File: src/sv/assert_macros.svh
// Assertion macros shared by the tint blend RTL.
`ifndef ASSERT_MACROS_SVH
`define ASSERT_MACROS_SVH

// Same-cycle implication, sampled on clk and silenced while rst_n is low.
`define RTBL_ASSERT_NOW(label, ante, cons, msg) \
    label: assert property (@(posedge clk) disable iff (!rst_n) (ante) |-> (cons)) \
        else $error(msg);

// Next-cycle implication, sampled on clk and silenced while rst_n is low.
`define RTBL_ASSERT_NEXT(label, ante, cons, msg) \
    label: assert property (@(posedge clk) disable iff (!rst_n) (ante) |=> (cons)) \
        else $error(msg);

`endif

File: src/sv/rtbl_pkg.sv
// Package with shared types and constants of the row tint blender.
package rtbl_pkg;

    // Geometry default and pixel channel width.
    localparam int DIM_BITS_DEFAULT = 12;
    localparam int CHAN_W           = 8;
    localparam logic [CHAN_W-1:0] CHAN_FULL = 8'hFF;
    localparam logic [CHAN_W-1:0] CHAN_ZERO = 8'h00;

    // Register port geometry.
    localparam int PADDR_W = 4;
    localparam int PDATA_W = 32;
    localparam int CFG_DIM_W    = 13;
    localparam int CFG_WEIGHT_W = 9;

    // Register reset values.
    localparam logic [CFG_DIM_W-1:0]    FRAME_DIM_RESET = 13'd1;
    localparam logic [CFG_WEIGHT_W-1:0] WEIGHT_RESET    = 9'd77;
    localparam logic [CFG_WEIGHT_W-1:0] WEIGHT_FULL     = 9'd256;
    localparam logic [3*CHAN_W-1:0]     ROW_COLOUR_RESET = 24'hFF0000;

    // Register map, indexed by word address.
    typedef enum logic [1:0] {
        REG_FRAME_WIDTH  = 2'd0,
        REG_FRAME_HEIGHT = 2'd1,
        REG_BLEND_WEIGHT = 2'd2
    } reg_idx_t;

endpackage

File: src/sv/rtbl_pix_in_if.sv
// Handshake channel carrying one incoming RGB pixel word.
interface rtbl_pix_in_if;
    import rtbl_pkg::*;

    logic              valid;
    logic              ready;
    logic [CHAN_W-1:0] in_red;
    logic [CHAN_W-1:0] in_green;
    logic [CHAN_W-1:0] in_blue;

    modport source (output valid, output in_red, output in_green, output in_blue,
                    input ready);
    modport sink   (input valid, input in_red, input in_green, input in_blue,
                    output ready);
endinterface

File: src/sv/rtbl_pix_out_if.sv
// Handshake channel carrying one blended RGB pixel word and its frame flag.
interface rtbl_pix_out_if;
    import rtbl_pkg::*;

    logic              valid;
    logic              ready;
    logic [CHAN_W-1:0] out_red;
    logic [CHAN_W-1:0] out_green;
    logic [CHAN_W-1:0] out_blue;
    logic              frame_end;

    modport source (output valid, output out_red, output out_green, output out_blue,
                    output frame_end, input ready);
    modport sink   (input valid, input out_red, input out_green, input out_blue,
                    input frame_end, output ready);
endinterface

File: src/sv/rtbl_div.sv
// Bit-serial restoring divider shared by all row colour divisions.
`include "assert_macros.svh"

module rtbl_div #(
    parameter int DIM_BITS = rtbl_pkg::DIM_BITS_DEFAULT
) (
    input  logic                clk,
    input  logic                rst_n,
    input  logic                start,
    input  logic [DIM_BITS+8:0] dividend,
    input  logic [DIM_BITS:0]   divisor,
    output logic                done,
    output logic [DIM_BITS+8:0] quotient,
    output logic [DIM_BITS:0]   remainder
);
    localparam int DW    = DIM_BITS + 9;
    localparam int RW    = DIM_BITS + 1;
    localparam int CNT_W = $clog2(DW);

    logic [DW-1:0]    quo_reg;
    logic [RW-1:0]    rem_reg;
    logic [RW-1:0]    divisor_reg;
    logic [CNT_W-1:0] cnt_reg;
    logic             busy_reg;
    logic             done_reg;

    logic [RW:0]      trial;
    logic [RW:0]      diff;
    logic             fits;
    logic [RW-1:0]    rem_step;

    // One quotient bit per cycle: shift in the next dividend bit and try a subtract.
    always_comb
    begin
        trial    = {rem_reg, quo_reg[DW-1]};
        diff     = trial - {1'b0, divisor_reg};
        fits     = trial >= {1'b0, divisor_reg};
        rem_step = fits ? diff[RW-1:0] : trial[RW-1:0];
    end

    // Step counter and completion pulse.
    always_ff @(posedge clk or negedge rst_n)
    begin
        if (!rst_n)
        begin
            busy_reg <= 1'b0;
            done_reg <= 1'b0;
            cnt_reg  <= '0;
        end
        else
        begin
            done_reg <= 1'b0;
            if (start)
            begin
                busy_reg <= 1'b1;
                cnt_reg  <= '0;
            end
            else if (busy_reg)
            begin
                if (cnt_reg == CNT_W'(DW - 1))
                begin
                    busy_reg <= 1'b0;
                    done_reg <= 1'b1;
                end
                else
                begin
                    cnt_reg <= cnt_reg + CNT_W'(1);
                end
            end
        end
    end

    // Working registers of the division.
    always_ff @(posedge clk)
    begin
        if (start)
        begin
            quo_reg     <= dividend;
            rem_reg     <= '0;
            divisor_reg <= divisor;
        end
        else if (busy_reg)
        begin
            quo_reg <= {quo_reg[DW-2:0], fits};
            rem_reg <= rem_step;
        end
    end

    assign done      = done_reg;
    assign quotient  = quo_reg;
    assign remainder = rem_reg;

    // A new division is only ever started once the previous one has finished.
    `RTBL_ASSERT_NOW(a_div_no_restart, start, !busy_reg, "divider restarted while busy")

endmodule

File: src/sv/rtbl_blend.sv
// Single-channel alpha blend of a pixel byte with a tint byte.
module rtbl_blend (
    input  logic [rtbl_pkg::CHAN_W-1:0]       pix,
    input  logic [rtbl_pkg::CHAN_W-1:0]       tint,
    input  logic [rtbl_pkg::CFG_WEIGHT_W-1:0] weight,
    output logic [rtbl_pkg::CHAN_W-1:0]       blended
);
    import rtbl_pkg::*;

    localparam int PW = CHAN_W + CFG_WEIGHT_W;

    logic [CFG_WEIGHT_W-1:0] keep;
    logic [PW-1:0]           prod_pix;
    logic [PW-1:0]           prod_tint;
    logic [PW-1:0]           sum;

    // Weighted sum, then drop the eight fraction bits.
    always_comb
    begin
        keep      = WEIGHT_FULL - weight;
        prod_pix  = PW'(pix) * PW'(keep);
        prod_tint = PW'(tint) * PW'(weight);
        sum       = prod_pix + prod_tint;
        blended   = sum[2*CHAN_W-1:CHAN_W];
    end

endmodule

File: src/sv/rainbow_row_tint_blend.sv
// Top level of the raster row tint blender with its register port and sequencer.
//
//   Channel   Dir  Handshake           Word
//   pix_in    in   valid/ready         in_red, in_green, in_blue
//   pix_out   out  valid/ready         out_red, out_green, out_blue, frame_end
//   apb       in   psel/penable/pwrite frame_width, frame_height, blend_weight
//
// A pixel that opens a row first goes through the row colour divisions, then is blended.
// Every other pixel goes through accept, one blend step per channel and a write.
// The row colour comes from the bit-serial divider, run three times per row.
// Reset gives width 1, height 1, weight 77, counters at zero and a pure red colour.
// The output register lets the next pixel in while a blended word is still stalled.
`include "assert_macros.svh"

module rainbow_row_tint_blend #(
    parameter int DIM_BITS = rtbl_pkg::DIM_BITS_DEFAULT
) (
    input  logic                         clk,
    input  logic                         rst_n,
    rtbl_pix_in_if.sink                  pix_in,
    rtbl_pix_out_if.source               pix_out,
    input  logic                         psel,
    input  logic                         penable,
    input  logic                         pwrite,
    input  logic [rtbl_pkg::PADDR_W-1:0] paddr,
    input  logic [rtbl_pkg::PDATA_W-1:0] pwdata,
    output logic [rtbl_pkg::PDATA_W-1:0] prdata,
    output logic                         pready
);
    import rtbl_pkg::*;

    localparam int DW = DIM_BITS + 9;
    localparam int RW = DIM_BITS + 1;
    localparam int XW = (CFG_DIM_W > RW) ? CFG_DIM_W : RW;
    localparam logic [XW-1:0] DIM_MAX = XW'(1) << DIM_BITS;

    // Channel order inside the pixel buffers.
    localparam logic [1:0] CH_RED   = 2'd0;
    localparam logic [1:0] CH_GREEN = 2'd1;
    localparam logic [1:0] CH_BLUE  = 2'd2;

    // Hue wheel segments.
    localparam logic [2:0] SEG_R_TO_Y = 3'd0;
    localparam logic [2:0] SEG_Y_TO_G = 3'd1;
    localparam logic [2:0] SEG_G_TO_C = 3'd2;
    localparam logic [2:0] SEG_C_TO_B = 3'd3;
    localparam logic [2:0] SEG_B_TO_M = 3'd4;
    localparam logic [2:0] SEG_M_TO_R = 3'd5;

    typedef enum logic [5:0] {
        S_IDLE     = 6'b000001,
        S_DIV_ROW  = 6'b000010,
        S_DIV_SEG  = 6'b000100,
        S_DIV_RAMP = 6'b001000,
        S_BLEND    = 6'b010000,
        S_WRITE    = 6'b100000
    } state_t;

    state_t state_reg, state_next;

    logic [CFG_DIM_W-1:0]    frame_width_reg;
    logic [CFG_DIM_W-1:0]    frame_height_reg;
    logic [CFG_WEIGHT_W-1:0] blend_weight_reg;

    logic [DIM_BITS-1:0]     col_reg;
    logic [DIM_BITS-1:0]     row_reg;
    logic [RW-1:0]           ramp_remainder_reg;
    logic [2:0]              wheel_segment_reg;
    logic [3*CHAN_W-1:0]     row_colour_reg;
    logic [1:0]              chan_reg;
    logic                    frame_end_reg;
    logic [CHAN_W-1:0]       pix_reg [3];
    logic [CHAN_W-1:0]       res_reg [3];

    logic                    out_valid_reg;
    logic [CHAN_W-1:0]       out_red_reg;
    logic [CHAN_W-1:0]       out_green_reg;
    logic [CHAN_W-1:0]       out_blue_reg;
    logic                    out_frame_end_reg;

    logic                    cfg_wr;
    reg_idx_t                cfg_idx;
    logic [XW-1:0]           width_ext;
    logic [XW-1:0]           height_ext;
    logic [RW-1:0]           width_eff;
    logic [RW-1:0]           height_eff;
    logic [CFG_WEIGHT_W-1:0] weight_sat;
    logic                    in_accept;
    logic                    last_col;
    logic                    last_row;
    logic                    out_free;

    logic                    div_start;
    logic [DW-1:0]           div_dividend;
    logic                    div_done;
    logic [DW-1:0]           div_quotient;
    logic [RW-1:0]           div_remainder;
    logic [RW-1:0]           ramp_base;

    logic [CHAN_W-1:0]       ramp;
    logic [CHAN_W-1:0]       tint;
    logic [CHAN_W-1:0]       blend_out;

    // Register port: writes complete in the access phase, reads are direct.
    assign pready  = 1'b1;
    assign cfg_wr  = psel && penable && pwrite;
    assign cfg_idx = reg_idx_t'(paddr[PADDR_W-1:2]);

    always_comb
    begin
        case (cfg_idx)
            REG_FRAME_WIDTH:  prdata = PDATA_W'(frame_width_reg);
            REG_FRAME_HEIGHT: prdata = PDATA_W'(frame_height_reg);
            REG_BLEND_WEIGHT: prdata = PDATA_W'(blend_weight_reg);
            default:          prdata = '0;
        endcase
    end

    always_ff @(posedge clk or negedge rst_n)
    begin
        if (!rst_n)
        begin
            frame_width_reg  <= FRAME_DIM_RESET;
            frame_height_reg <= FRAME_DIM_RESET;
            blend_weight_reg <= WEIGHT_RESET;
        end
        else if (cfg_wr)
        begin
            case (cfg_idx)
                REG_FRAME_WIDTH:  frame_width_reg  <= pwdata[CFG_DIM_W-1:0];
                REG_FRAME_HEIGHT: frame_height_reg <= pwdata[CFG_DIM_W-1:0];
                REG_BLEND_WEIGHT: blend_weight_reg <= pwdata[CFG_WEIGHT_W-1:0];
                default:          ;
            endcase
        end
    end

    // Effective frame size (zero acts as one, oversize clamps) and weight limit.
    always_comb
    begin
        width_ext  = XW'(frame_width_reg);
        height_ext = XW'(frame_height_reg);
        if (width_ext == '0)
            width_eff = RW'(1);
        else if (width_ext > DIM_MAX)
            width_eff = RW'(DIM_MAX);
        else
            width_eff = RW'(width_ext);
        if (height_ext == '0)
            height_eff = RW'(1);
        else if (height_ext > DIM_MAX)
            height_eff = RW'(DIM_MAX);
        else
            height_eff = RW'(height_ext);
        weight_sat = (blend_weight_reg > WEIGHT_FULL) ? WEIGHT_FULL : blend_weight_reg;
    end

    // Handshake and raster position.
    assign in_accept    = pix_in.valid && pix_in.ready;
    assign pix_in.ready = (state_reg == S_IDLE);
    assign out_free     = !out_valid_reg || pix_out.ready;
    assign last_col     = (RW'(col_reg) + RW'(1)) >= width_eff;
    assign last_row     = (RW'(row_reg) + RW'(1)) >= height_eff;

    // Divider feed: row mod height, then six times that over height, then the ramp.
    always_comb
    begin
        ramp_base    = div_quotient[0] ? (height_eff - div_remainder) : div_remainder;
        div_start    = 1'b0;
        div_dividend = DW'(row_reg);
        case (state_reg)
            S_IDLE:
            begin
                div_start    = in_accept && (col_reg == '0);
                div_dividend = DW'(row_reg);
            end
            S_DIV_ROW:
            begin
                div_start    = div_done;
                div_dividend = (DW'(div_remainder) << 2) + (DW'(div_remainder) << 1);
            end
            S_DIV_SEG:
            begin
                div_start    = div_done;
                div_dividend = (DW'(ramp_base) << 8) - DW'(ramp_base);
            end
            default:
            begin
                div_start    = 1'b0;
                div_dividend = DW'(row_reg);
            end
        endcase
    end

    rtbl_div #(
        .DIM_BITS (DIM_BITS)
    ) u_div (
        .clk       (clk),
        .rst_n     (rst_n),
        .start     (div_start),
        .dividend  (div_dividend),
        .divisor   (height_eff),
        .done      (div_done),
        .quotient  (div_quotient),
        .remainder (div_remainder)
    );

    // Sequencer.
    always_comb
    begin
        state_next = state_reg;
        case (state_reg)
            S_IDLE:
            begin
                if (in_accept)
                    state_next = (col_reg == '0) ? S_DIV_ROW : S_BLEND;
            end
            S_DIV_ROW:
            begin
                if (div_done)
                    state_next = S_DIV_SEG;
            end
            S_DIV_SEG:
            begin
                if (div_done)
                    state_next = S_DIV_RAMP;
            end
            S_DIV_RAMP:
            begin
                if (div_done)
                    state_next = S_BLEND;
            end
            S_BLEND:
            begin
                if (chan_reg == CH_BLUE)
                    state_next = S_WRITE;
            end
            S_WRITE:
            begin
                if (out_free)
                    state_next = S_IDLE;
            end
            default:
            begin
                state_next = S_IDLE;
            end
        endcase
    end

    // Control state: sequencer, raster counters, row colour and output valid.
    always_ff @(posedge clk or negedge rst_n)
    begin
        if (!rst_n)
        begin
            state_reg          <= S_IDLE;
            col_reg            <= '0;
            row_reg            <= '0;
            ramp_remainder_reg <= '0;
            wheel_segment_reg  <= '0;
            row_colour_reg     <= ROW_COLOUR_RESET;
            chan_reg           <= CH_RED;
            out_valid_reg      <= 1'b0;
        end
        else
        begin
            state_reg <= state_next;

            if (in_accept)
            begin
                if (last_col)
                begin
                    col_reg <= '0;
                    row_reg <= last_row ? '0 : row_reg + DIM_BITS'(1);
                end
                else
                begin
                    col_reg <= col_reg + DIM_BITS'(1);
                end
            end

            if (state_reg == S_DIV_SEG && div_done)
            begin
                wheel_segment_reg  <= div_quotient[2:0];
                ramp_remainder_reg <= div_remainder;
            end

            if (state_reg == S_DIV_RAMP && div_done)
            begin
                case (wheel_segment_reg)
                    SEG_R_TO_Y: row_colour_reg <= {CHAN_FULL, ramp, CHAN_ZERO};
                    SEG_Y_TO_G: row_colour_reg <= {ramp, CHAN_FULL, CHAN_ZERO};
                    SEG_G_TO_C: row_colour_reg <= {CHAN_ZERO, CHAN_FULL, ramp};
                    SEG_C_TO_B: row_colour_reg <= {CHAN_ZERO, ramp, CHAN_FULL};
                    SEG_B_TO_M: row_colour_reg <= {ramp, CHAN_ZERO, CHAN_FULL};
                    SEG_M_TO_R: row_colour_reg <= {CHAN_FULL, CHAN_ZERO, ramp};
                    default:    row_colour_reg <= {CHAN_FULL, CHAN_ZERO, ramp};
                endcase
            end

            if (state_reg == S_BLEND)
                chan_reg <= (chan_reg == CH_BLUE) ? CH_RED : chan_reg + 2'd1;

            if (state_reg == S_WRITE && out_free)
                out_valid_reg <= 1'b1;
            else if (pix_out.ready)
                out_valid_reg <= 1'b0;
        end
    end

    // The ramp byte is the quotient of the last division, always below 256.
    assign ramp = div_quotient[CHAN_W-1:0];

    // Per-channel blend through one shared unit.
    always_comb
    begin
        case (chan_reg)
            CH_RED:   tint = row_colour_reg[3*CHAN_W-1:2*CHAN_W];
            CH_GREEN: tint = row_colour_reg[2*CHAN_W-1:CHAN_W];
            CH_BLUE:  tint = row_colour_reg[CHAN_W-1:0];
            default:  tint = row_colour_reg[CHAN_W-1:0];
        endcase
    end

    rtbl_blend u_blend (
        .pix     (pix_reg[chan_reg]),
        .tint    (tint),
        .weight  (weight_sat),
        .blended (blend_out)
    );

    // Pixel, result and output word registers.
    always_ff @(posedge clk)
    begin
        if (in_accept)
        begin
            pix_reg[CH_RED]   <= pix_in.in_red;
            pix_reg[CH_GREEN] <= pix_in.in_green;
            pix_reg[CH_BLUE]  <= pix_in.in_blue;
            frame_end_reg     <= last_col && last_row;
        end
        if (state_reg == S_BLEND)
            res_reg[chan_reg] <= blend_out;
        if (state_reg == S_WRITE && out_free)
        begin
            out_red_reg       <= res_reg[CH_RED];
            out_green_reg     <= res_reg[CH_GREEN];
            out_blue_reg      <= res_reg[CH_BLUE];
            out_frame_end_reg <= frame_end_reg;
        end
    end

    assign pix_out.valid     = out_valid_reg;
    assign pix_out.out_red   = out_red_reg;
    assign pix_out.out_green = out_green_reg;
    assign pix_out.out_blue  = out_blue_reg;
    assign pix_out.frame_end = out_frame_end_reg;

    // A pixel at the start of a row always goes through the row colour divisions.
    `RTBL_ASSERT_NEXT(a_row_start_divides, in_accept && (col_reg == '0),
        state_reg == S_DIV_ROW, "row start skipped the colour divisions")

    // Divider completions only arrive while the sequencer waits for them.
    `RTBL_ASSERT_NOW(a_div_done_expected, div_done,
        state_reg == S_DIV_ROW || state_reg == S_DIV_SEG || state_reg == S_DIV_RAMP,
        "divider finished outside a division step")

    // Once the last pixel of a frame is written out, the raster counters are at zero.
    `RTBL_ASSERT_NEXT(a_frame_wrap, (state_reg == S_WRITE) && out_free && frame_end_reg,
        (col_reg == '0) && (row_reg == '0), "counters did not wrap at frame end")

endmodule

File: src/flat_wrapper.sv
// flat-port wrapper written by rule: the top's interface ports become plain ports
module rainbow_row_tint_blend_flat import rtbl_pkg::*;
#(
    parameter int DIM_BITS = rtbl_pkg::DIM_BITS_DEFAULT
)
  (clk, rst_n, psel, penable, pwrite, paddr, pwdata, prdata, pready, pix_in_valid, pix_in_in_red, pix_in_in_green, pix_in_in_blue, pix_in_ready, pix_out_valid, pix_out_out_red, pix_out_out_green, pix_out_out_blue, pix_out_frame_end, pix_out_ready);
  rtbl_pix_in_if pix_in_i ();
  rtbl_pix_out_if pix_out_i ();
  input  logic clk;
  input  logic rst_n;
  input  logic psel;
  input  logic penable;
  input  logic pwrite;
  input  logic [rtbl_pkg::PADDR_W-1:0] paddr;
  input  logic [rtbl_pkg::PDATA_W-1:0] pwdata;
  output logic [rtbl_pkg::PDATA_W-1:0] prdata;
  output logic pready;
  input wire logic [$bits(pix_in_i.valid)-1:0] pix_in_valid;
  input wire logic [$bits(pix_in_i.in_red)-1:0] pix_in_in_red;
  input wire logic [$bits(pix_in_i.in_green)-1:0] pix_in_in_green;
  input wire logic [$bits(pix_in_i.in_blue)-1:0] pix_in_in_blue;
  output wire logic [$bits(pix_in_i.ready)-1:0] pix_in_ready;
  output wire logic [$bits(pix_out_i.valid)-1:0] pix_out_valid;
  output wire logic [$bits(pix_out_i.out_red)-1:0] pix_out_out_red;
  output wire logic [$bits(pix_out_i.out_green)-1:0] pix_out_out_green;
  output wire logic [$bits(pix_out_i.out_blue)-1:0] pix_out_out_blue;
  output wire logic [$bits(pix_out_i.frame_end)-1:0] pix_out_frame_end;
  input wire logic [$bits(pix_out_i.ready)-1:0] pix_out_ready;
  assign pix_in_i.valid = pix_in_valid;
  assign pix_in_i.in_red = pix_in_in_red;
  assign pix_in_i.in_green = pix_in_in_green;
  assign pix_in_i.in_blue = pix_in_in_blue;
  assign pix_in_ready = pix_in_i.ready;
  assign pix_out_valid = pix_out_i.valid;
  assign pix_out_out_red = pix_out_i.out_red;
  assign pix_out_out_green = pix_out_i.out_green;
  assign pix_out_out_blue = pix_out_i.out_blue;
  assign pix_out_frame_end = pix_out_i.frame_end;
  assign pix_out_i.ready = pix_out_ready;
  rainbow_row_tint_blend #(.DIM_BITS(DIM_BITS)) u_core (.clk(clk), .rst_n(rst_n), .pix_in(pix_in_i), .pix_out(pix_out_i), .psel(psel), .penable(penable), .pwrite(pwrite), .paddr(paddr), .pwdata(pwdata), .prdata(prdata), .pready(pready));
endmodule
File: config.mk
export PLATFORM = sky130hd
export DESIGN_NAME = rainbow_row_tint_blend_flat
export DESIGN_NICKNAME = d
export VERILOG_FILES = /design/src/sv/rtbl_pkg.sv /design/src/sv/rtbl_pix_in_if.sv /design/src/sv/rtbl_pix_out_if.sv /design/src/sv/rtbl_div.sv /design/src/sv/rtbl_blend.sv /design/src/sv/rainbow_row_tint_blend.sv /design/src/flat_wrapper.sv
export VERILOG_INCLUDE_DIRS = /design/src /design/src/sv
export SDC_FILE = /design/constraint.sdc
export NUM_CORES = 1
export LEC_CHECK = 0
export ABC_CLOCK_PERIOD_IN_PS = 15100
export BUFFER_PORTS_ARGS = -buffer_cell sky130_fd_sc_hd__buf_2
export CAP_MARGIN = 10
export CORE_UTILIZATION = 35
export DETAILED_ROUTE_END_ITERATION = 12
export HOLD_SLACK_MARGIN = 0.12
export MAX_ROUTING_LAYER = met4
export PLACE_DENSITY = 0.59
export SYNTH_ARGS = -nofsm -noshare
export SYNTH_HDL_FRONTEND = slang
export SYNTH_HIERARCHICAL = 1
export SYNTH_SLANG_ARGS = --single-unit
File: constraint.sdc
create_clock -name clk -period 15.1 [get_ports clk]
set_input_delay 0.755 -clock clk [delete_from_list [all_inputs] [get_ports clk]]
set_output_delay 0.755 -clock clk [all_outputs]
set_load 0.01 [all_outputs]
==> metrics.yaml, run 1 <==
slew_headroom_pct: 16.7
dp_hpwl_mm: 35.0
syn_area_um2: 18400
hold_viol_final: 0
core_area_um2: 51600
start_kind: "register"
path_class: "reg -> reg"
holdCritStartpoint: "pix_in_in_green[6]"
totalWireLength_mm: 45.8
clk_pin_slew_ns: 0.06
antenna_found_initial: 0
maxCapViolCount: 0
cpMostUsedCell: "fa_1"
rsz0062_at_grt: "false"
tns_ns: 0
ctsResizeCount: 0
synth_ff_type: "edfxtp_1"
tightest_slew_ns: 1.24
synth_edf_count: 108
dr.pass1.iters: 5
rows: 83
nNetsFinal: 2270
numPlacedInstances: 2613
seq_area_frac_synth_pct: 33.1
period_needed_ns: 8.12
ys_ff_latch: 223
cts_made_buffers: 25
synthToLayoutAreaGrowth_pct: 11.0
fin_cells: 2660
syn_area_per_cell_um2: 9.70
grt_max_degree: 78
synthCells: 1893
fmax_mhz: 123
start_util_pct: 35.6
finalSetupViolations: 0
drv_slew: 0
die_h_um: 231
wire_per_inst_um: 17.2
vias: 13800
clock_latency_ns: 0.55
final_util_pct: 39.5
viasPerCell: 5.19
diodes: 0
htreeDepth: 1
crit_path_max_incr_delay_ns: 0.81
cp_slowest_cell: "xnor2_1"
hold_depth: 1
die_width_um: 231
reg2reg_depth: 22
ios: 127
worstPathRequired_ns: 15.38
clockRootBuffer: "clkbuf_16"
drive_gt1_share_pct: 14.4
finalCritPeriodShare_pct: 53.7
ant_nets: 0
post-cts-setup-buffer-count: 0
clkSinkCount: 223
critPathArrivalTime_ns: 8.39
cts_tree: "done"
grt_pass1_vias: 14100
hold_path_class: "in -> reg"
worst-path-max-fanout: 21
grt_pass1_wl_mm: 74.7
status: "completed"
drtIter0Drc: 904
overflow: 0
crit_path_end_kind: "register"
postSynth.asyncResetShare_pct: 45.7
finClkSkew_ns: 0.0206
postCtsHoldBufs: 1
cts.path.max_buffers: 3
path_cells: "nor2b_1 -> inv_1 -> ha_1 -> inv_1 -> nor2_1 -> xnor2_1 -> nand2_1 -> fa_1 -> fa_1 -> fa_1 -> inv_1 -> fa_1 -> fa_1 -> inv_1 -> fa_1 -> inv_1 -> ha_1 -> nor3_1 -> o211ai_1 -> a311oi_1 -> nor2_1 -> a311o_1"
yosysWarnings: 6
routabilityCongestion: 0.889
synth_cell_types: 97
portBuffers: 85
r2r-start: "u_core/blend_weight_reg[8]"
die-area_um2: 53400
grt_util_all_layers_pct: 17.9
drc: 0
startpoint: "u_core/blend_weight_reg[8]"
## cell families after synthesis
kind of cell	Yosys count	share of synthesized area (%)
AND/OR/NAND/NOR	589	16.1
AO/OA/AOI/OAI	355	13.6
buffers and inverters	312	7.06
adder cells (fa/ha/maj)	242	20.9
flip-flops	223	33.1
multiplexers	94	5.54
XOR/XNOR	76	3.70
other	2	0.0409
## final cells by class
cell class              instances  area, um^2
well taps                     680         851
flip-flops and latches        223        6070
repair buffers                113         641
fillers                      5132       31200
inverters                     222         833
clock buffers                  30         718
clock inverters                16         180
multi-input cells            1376       11100
## cells in the mapped netlist (47+ instances only)
master	number	share of area [%]
and2_1	86	2.9
ha_1	133	9.1
mux2_2	58	3.6
clkbuf_1	52	1.1
inv_1	218	4.5
nand3_1	47	1.3
dfrtp_1	87	12
a21oi_1	60	1.6
nand2_1	194	4.0
fa_1	109	12
nor2_1	92	1.9
o21ai_0	100	2.7
edfxtp_1	108	18
## metal layers
layer	global-route usage (%)	vias up	wire length (um)
met3	2.12	65	1790
met2	29.4	322	21600
met5	-	-	0
met4	4.43	0	1140
met1	23.6	6791	21200
li1	-	6634	-
## critical path, delay by kind of cell, from the launching register on
family,cells,cell delay [ns]
simple gates,5,1.35
fa+ha+maj,8,3.46
xor+xnor,1,0.81
buf+inv,5,0.37
flops,1,0.64
compound gates,3,1.20
## through the flow
step | area [um^2] | hold WS (ns) | setup WS, ns
after floorplan | 18400 | 0.400 | 8.34
after global placement | 19500 | 0.402 | 7.18
after detailed placement | 19500 | 0.405 | 7.00
after CTS | 20400 | 0.351 | 7.00
after global routing | 20400 | 0.353 | 6.63
final | 20400 | 0.381 | 6.98
## final timing paths
path,slack [ns],end
hold / removal,0.38,u_core/pix_reg[1][6]
hold reg to reg,0.42,u_core/pix_out.out_blue[2]
setup reg to reg,6.98,u_core/res_reg[2][4]
setup / recovery,6.98,u_core/res_reg[2][4]
max in group asynchronous,13.09,u_core/row_colour_reg[14]
min in group asynchronous,0.66,u_core/col_reg[0]
## cell usage in the layout, fill, tap and decap left out, types with 31 or more instances in the layout
| cell | Yosys | layout |
|---|---|---|
| a21o_1 | 39 | 39 |
| a21oi_1 | 60 | 60 |
| and2_1 | 86 | 86 |
| buf_2 | 6 | 84 |
| dfrtp_1 | 87 | 87 |
| edfxtp_1 | 108 | 108 |
| fa_1 | 109 | 109 |
| ha_1 | 133 | 133 |
| inv_1 | 218 | 218 |
| mux2_2 | 58 | 58 |
| mux2i_1 | 35 | 35 |
| nand2_1 | 194 | 194 |
| nand3_1 | 47 | 47 |
| nor2_1 | 92 | 92 |
| nor3_1 | 44 | 43 |
| o21ai_0 | 100 | 100 |
| xnor2_1 | 44 | 44 |
| xor2_1 | 31 | 31 |
Power of run 1 is not shown: default switching activity piles up to over one toggle a cycle in this logic, so the estimate is an artifact.
==> inputs of run 2 (changes only) <==
--- a/config.mk
+++ b/config.mk
@@ -6,14 +6,14 @@
 export SDC_FILE = /design/constraint.sdc
 export NUM_CORES = 1
 export LEC_CHECK = 0
-export ABC_CLOCK_PERIOD_IN_PS = 15100
+export ABC_CLOCK_PERIOD_IN_PS = 6800
 export BUFFER_PORTS_ARGS = -buffer_cell sky130_fd_sc_hd__buf_2
 export CAP_MARGIN = 10
 export CORE_UTILIZATION = 35
 export DETAILED_ROUTE_END_ITERATION = 12
 export HOLD_SLACK_MARGIN = 0.12
 export MAX_ROUTING_LAYER = met4
-export PLACE_DENSITY = 0.59
+export PLACE_DENSITY = 0.61
 export SYNTH_ARGS = -nofsm -noshare
 export SYNTH_HDL_FRONTEND = slang
 export SYNTH_HIERARCHICAL = 1
==> constraint.sdc (replaced) <==
create_clock -name clk -period 6.8 [get_ports clk]
set_input_delay 0.34 -clock clk [delete_from_list [all_inputs] [get_ports clk]]
set_output_delay 0.34 -clock clk [all_outputs]
set_load 0.01 [all_outputs]
==> run 2 against run 1 <==
Net effect: global-route usage increased by 0.083 points; utilization increased by 1.6 points; count of clock-buffer cells in the layout is 8 higher; critical endpoint is now u_core/res_reg[1][7].
==> metrics.yaml, run 2 (same netlist as run 1, synthesis figures left out) <==
path_class: "reg -> reg"
fin_cells: 2741  # +3.0%
r2r-end: "u_core/res_reg[1][7]"
finalSetupViolations: 0  # unchanged
hold_viol_final: 0  # unchanged
ios: 127  # unchanged
grt_max_degree: 72  # -7.7%
clkSinkCount: 223  # unchanged
start_kind: "register"
finalCritPeriodShare_pct: 96.4  # +43 points
die_width_um: 231  # unchanged
drtIter0Drc: 923  # +2.1%
htreeDepth: 1  # unchanged
nNetsFinal: 2349  # +3.5%
final_common_cell: "inv_1"
tns_ns: 0  # unchanged
r2r_setup_slack_ns: 0.25  # -6.74 ns
r2r-start: "u_core/blend_weight_reg[8]"
overflow: 0  # unchanged
synthToLayoutAreaGrowth_pct: 15.5
reg2reg_depth: 23  # +4.5%
rows: 83  # unchanged
critPathArrivalTime_ns: 6.81  # -1.58 ns
cts_made_buffers: 26  # +4.0%
vias: 14200  # +2.8%
grt_pass1_vias: 14300  # +2.1%
fillers: 4997  # -2.6%
cts_tree: "done"
finClkSkew_ns: 0.0628  # +0.0423 ns
maxCapViolCount: 0  # unchanged
dp_hpwl_mm: 35.7  # +1.9%
grt_util_all_layers_pct: 18.0  # +0.083 points
die-area_um2: 53400  # unchanged
drive_gt1_share_pct: 16.3  # +1.9 points
start_util_pct: 35.6  # unchanged
clockRootBuffer: "clkbuf_16"
period_needed_ns: 6.55  # -1.56 ns
grt_pass1_wl_mm: 75.0  # +0.40%
die_h_um: 231  # unchanged
final_cell_mix: "217 x inv_1, 194 x nand2_1, 132 x ha_1, 109 x fa_1, 108 x edfxtp_1"
fmax_mhz: 153  # +24%
viasPerCell: 5.18  # -0.25%
routabilityCongestion: 0.915  # +3.0%
antenna_found_initial: 1  # +1
tightest_slew_ns: 1.10  # -0.137 ns
clk_pin_slew_ns: 0.06  # about the same
numPlacedInstances: 2646  # +1.3%
status: "completed"
core_area_um2: 51600  # unchanged
totalWireLength_mm: 46.4  # +1.5%
ant_nets: 0  # unchanged
final_util_pct: 41.1  # +1.6 points
worst-path-max-fanout: 7  # -67%
worstPathRequired_ns: 7.06  # -8.32 ns
clock_latency_ns: 0.59  # +0.04 ns
cts.path.max_buffers: 3  # unchanged
crit_path_end_kind: "register"
slew_headroom_pct: 26.3  # +9.7 points
wire_per_inst_um: 16.9  # -1.5%
drv_slew: 0  # unchanged
dr.pass1.iters: 5  # unchanged
hold_path_class: "in -> async"
drc: 0  # unchanged
portBuffers: 85  # unchanged
run 2: cell types whose count changed in the layout (fill, tap and decap cells not counted), sizes merged:
cell         previous run  this run
buf                   112       150
bufinv                  3         2
clkbuf                 30        39
clkinv                  8         6
diode                   0         1
dlygate4sd3             1        40
inv                   225       222
run 2: worst max-delay path, stage by stage (launching register included):
cell and delay, ns:
dfrtp_2 0.41, buf_4 0.14, nor2b_1 0.06, or4_4 0.55, nor2_4 0.13, xnor2_2 0.10
buf_4 0.17, and2_1 0.17, fa_1 0.51, inv_1 0.06, fa_1 0.52, inv_1 0.05
fa_1 0.52, fa_1 0.44, fa_1 0.56, inv_1 0.06, fa_1 0.53, inv_1 0.04
ha_1 0.33, a21oi_2 0.17, o22ai_1 0.12, nor4_1 0.25, a21oi_1 0.15, xnor2_2 0.19
run 2: through the flow:
stage / worst slack [ns] / instance area, um^2 / hold slack (ns)
global route: -0.00742 / 21200 / 0.262
floorplan: 0.0386 / 18400 / 0.0444
detailed placement: 0.0509 / 19700 / 0.309
global placement: 0.138 / 19700 / 0.305
finish: 0.246 / 21200 / 0.230
CTS: 0.0631 / 21100 / 0.225
run 2: timing repair:
item,4_1_cts,5_1_grt
endpoints found under the hold margin,92,0
hold buffers,40,0
buffers inserted,0,4
resized for setup,4,18
pin swaps,0,4
endpoints found under the setup margin,8,18
run 2: area by class of cell:
type                       count  area [um^2]  share of cell area [%]
clock inverter                10          135                   0.637
timing repair buffer         191         1360                    6.39
sequential                   223         6080                    28.6
clock buffer                  38          768                    3.62
multi-input combinational   1376        11200                    52.8
antenna                        1         2.50                  0.0118
tap                          680          851                    4.01
inverter                     222          833                    3.93
run 2: routing by layer:
| layer | GRT usage, % | vias up | share of wire (%) | routed length (um) |
|---|---|---|---|---|
| li1 | - | 6781 | - | - |
| met1 | 23.2 | 6926 | 45 | 21100 |
| met2 | 29.0 | 398 | 46 | 21300 |
| met3 | 2.36 | 92 | 5.1 | 2370 |
| met4 | 6.27 | 0 | 3.6 | 1690 |
| met5 | - | - | 0 | 0 |
run 2: worst max-delay path by stage:
| stage | depth (start not counted) | to | start |
|---|---|---|---|
| floorplan | 20 | u_core/res_reg[0][4] | u_core/chan_reg[0] |
| global placement | 24 | u_core/res_reg[0][6] | u_core/blend_weight_reg[0] |
| detailed placement | 20 | u_core/res_reg[2][4] | u_core/blend_weight_reg[0] |
| CTS | 24 | u_core/res_reg[1][7] | u_core/blend_weight_reg[0] |
| global route | 23 | u_core/res_reg[1][7] | u_core/blend_weight_reg[8] |
| finish | 23 | u_core/res_reg[1][7] | u_core/blend_weight_reg[8] |
Power of run 2 is left out for the same reason.
==> inputs of run 3 (changes only) <==
--- a/config.mk
+++ b/config.mk
@@ -7,13 +7,13 @@
 export NUM_CORES = 1
 export LEC_CHECK = 0
 export ABC_CLOCK_PERIOD_IN_PS = 6800
-export BUFFER_PORTS_ARGS = -buffer_cell sky130_fd_sc_hd__buf_2
 export CAP_MARGIN = 10
 export CORE_UTILIZATION = 35
 export DETAILED_ROUTE_END_ITERATION = 12
+export DONT_BUFFER_PORTS = 1
 export HOLD_SLACK_MARGIN = 0.12
 export MAX_ROUTING_LAYER = met4
-export PLACE_DENSITY = 0.61
+export PLACE_DENSITY = 0.59
 export SYNTH_ARGS = -nofsm -noshare
 export SYNTH_HDL_FRONTEND = slang
 export SYNTH_HIERARCHICAL = 1
==> run 3 against run 2 <==
Net effect: worst hold slack got worse by 0.028 ns; fmax barely moved; flip-flop and latch count did not move; critical path depth did not move; setup slack improved by 0.0048 ns; global-route usage rose by 0.18 points; highest routed layer unchanged; register-to-register slack barely moved; routed wire length rose by 0.50%; non-clock buffer count fell by 87; cell count fell by 3.1%.
==> metrics.yaml, run 3 (same netlist as run 1, synthesis figures left out) <==
grt_pass1_wl_mm: 75.9  # +1.1%
tns_ns: 0  # unchanged
ant_nets: 0  # unchanged
hold_path_class: "in -> reg"
cts.path.max_buffers: 3  # unchanged
drtIter0Drc: 735  # -20%
multi_input_area_um2: 11200  # -0.26%
crit_path_end_kind: "register"
synthToLayoutAreaGrowth_pct: 12.9
finalSetupViolations: 0  # unchanged
wire_per_inst_um: 17.6  # +3.7%
clkSinkCount: 223  # unchanged
fillers: 5042  # +0.90%
drv_slew: 0  # unchanged
die_width_um: 231  # unchanged
slew_headroom_pct: 21.4  # -4.9 points
portBuffers: 0  # -100%
regArea_um2: 6080  # unchanged
cts_made_buffers: 27  # +3.8%
nNetsFinal: 2263  # -3.7%
antenna_found_initial: 2  # +1
status: "completed"
whs_ns: 0.202  # -0.0284 ns
grt_max_degree: 103  # +43%
die_h_um: 231  # unchanged
use_met1_pct: 23.1  # -0.13 points
ios: 127  # unchanged
clk_pin_slew_ns: 0.06  # about the same
totalWireLength_mm: 46.7  # +0.50%
rsz0062_at_grt: "true"
period_needed_ns: 6.55  # -0.00476 ns
viasPerCell: 5.19  # +0.19%
cts_tree: "done"
worstPathRequired_ns: 7.17  # +0.11 ns
vias: 13800  # -2.9%
use_met2_pct: 29.7  # +0.69 points
overflow: 0  # unchanged
dp_hpwl_mm: 36.1  # +1.0%
critPathArrivalTime_ns: 6.92  # +0.11 ns
final_cell_mix: "218 x inv_1, 194 x nand2_1, 133 x ha_1, 109 x fa_1, 108 x edfxtp_1"
rows: 83  # unchanged
maxCapViolCount: 0  # unchanged
worst-path-max-fanout: 7  # unchanged
dr.pass1.iters: 5  # unchanged
clock_latency_ns: 0.57  # -0.02 ns
cpMostUsedCell: "fa_1"
routabilityCongestion: 0.891  # -2.6%
drive_gt1_share_pct: 12.5  # -3.7 points
start_kind: "register"
die-area_um2: 53400  # unchanged
drc: 0  # unchanged
path_cells: "nor2b_1 -> or4_4 -> buf_4 -> nor2_1 -> xnor2_2 -> buf_4 -> and2_1 -> fa_1 -> inv_1 -> fa_1 -> inv_1 -> fa_1 -> fa_1 -> fa_1 -> inv_1 -> fa_1 -> inv_1 -> ha_1 -> a21oi_1 -> o22ai_1 -> nor2_1 -> nand2_1 -> o311ai_4"
cp_slowest_cell: "fa_1"
busiest_layer: "met2"
tightest_slew_ns: 1.17  # +0.0719 ns
fin_cells: 2656  # -3.1%
clockRootBuffer: "clkbuf_16"
grt_pass1_vias: 14000  # -2.2%
path_class: "reg -> reg"
final_common_cell: "inv_1"
crit_path_max_incr_delay_ns: 0.54  # -0.02 ns
post_dp_cell_area_um2: 19300  # -2.1%
finalCritPeriodShare_pct: 96.3  # about the same
core_area_um2: 51600  # unchanged
numPlacedInstances: 2562  # -3.2%
fmax_mhz: 153  # about the same
grt_util_all_layers_pct: 18.2  # +0.18 points
finClkSkew_ns: 0.0144  # -0.0485 ns
htreeDepth: 1  # unchanged
design_area_um2: 20700  # -2.3%
r2r_setup_slack_ns: 0.25  # about the same
hold_viol_final: 0  # unchanged
start_util_pct: 35.6  # unchanged
met3_usage_pct: 2.56  # +0.20 points
-- run 3: metrics by stage --
step           utilization [%]  setup slack (ns)
2_1_floorplan                -            0.0386
6_report                  40.2             0.251
4_1_cts                   40.0            0.0240
5_1_grt                   40.2           -0.0246
3_3_place_gp              37.4             0.125
3_5_place_dp              37.4           -0.0562
-- run 3: timing repair --
| action | 4_1_cts | 5_1_grt |
|---|---|---|
| endpoints found under the setup margin | 3 | 18 |
| hold endpoints to repair | 162 | 0 |
| pin swaps | 0 | 6 |
| hold buffers | 42 | 0 |
| gates cloned | 0 | 0 |
| buffers inserted | 0 | 1 |
| gates resized for setup | 1 | 14 |
-- run 3: cell type report --
cell class	count	area share, %
antenna	2	0.0241
tap	680	4.10
sequential	223	29.3
inverter	222	4.02
multi-input combinational	1376	53.9
clock inverter	15	0.646
timing repair buffer	104	4.42
clock buffer	34	3.63
-- run 3: final timing paths --
kind	from	end	cells after the start
worst max-delay path	u_core/blend_weight_reg[5]	u_core/res_reg[0][6]	23
worst min-delay path	paddr[3]	u_core/frame_width_reg[4]	2
worst max register to register	u_core/blend_weight_reg[5]	u_core/res_reg[0][6]	23
worst min register to register	u_core/res_reg[2][5]	u_core/pix_out.out_blue[5]	0
max in group asynchronous	rst_n	u_core/state_reg[0]	2
min in group asynchronous	rst_n	u_core/frame_height_reg[9]	2
-- run 3: layer usage --
layer | vias to the layer above | wire, um
met1 | 6727 | 21100
li1 | 6636 | -
met2 | 333 | 22100
met4 | 0 | 1560
met5 | - | 0
met3 | 87 | 1930
-- run 3: critical path, delay by kind of cell, from the launching register on --
kind	cells	cell delay, ns
simple gates	6	1.31
fa+ha+maj	7	3.34
xor+xnor	1	0.10
compound gates	3	0.66
flops	1	0.40
buf+inv	6	0.52
Power of run 3 is left out for the same reason.
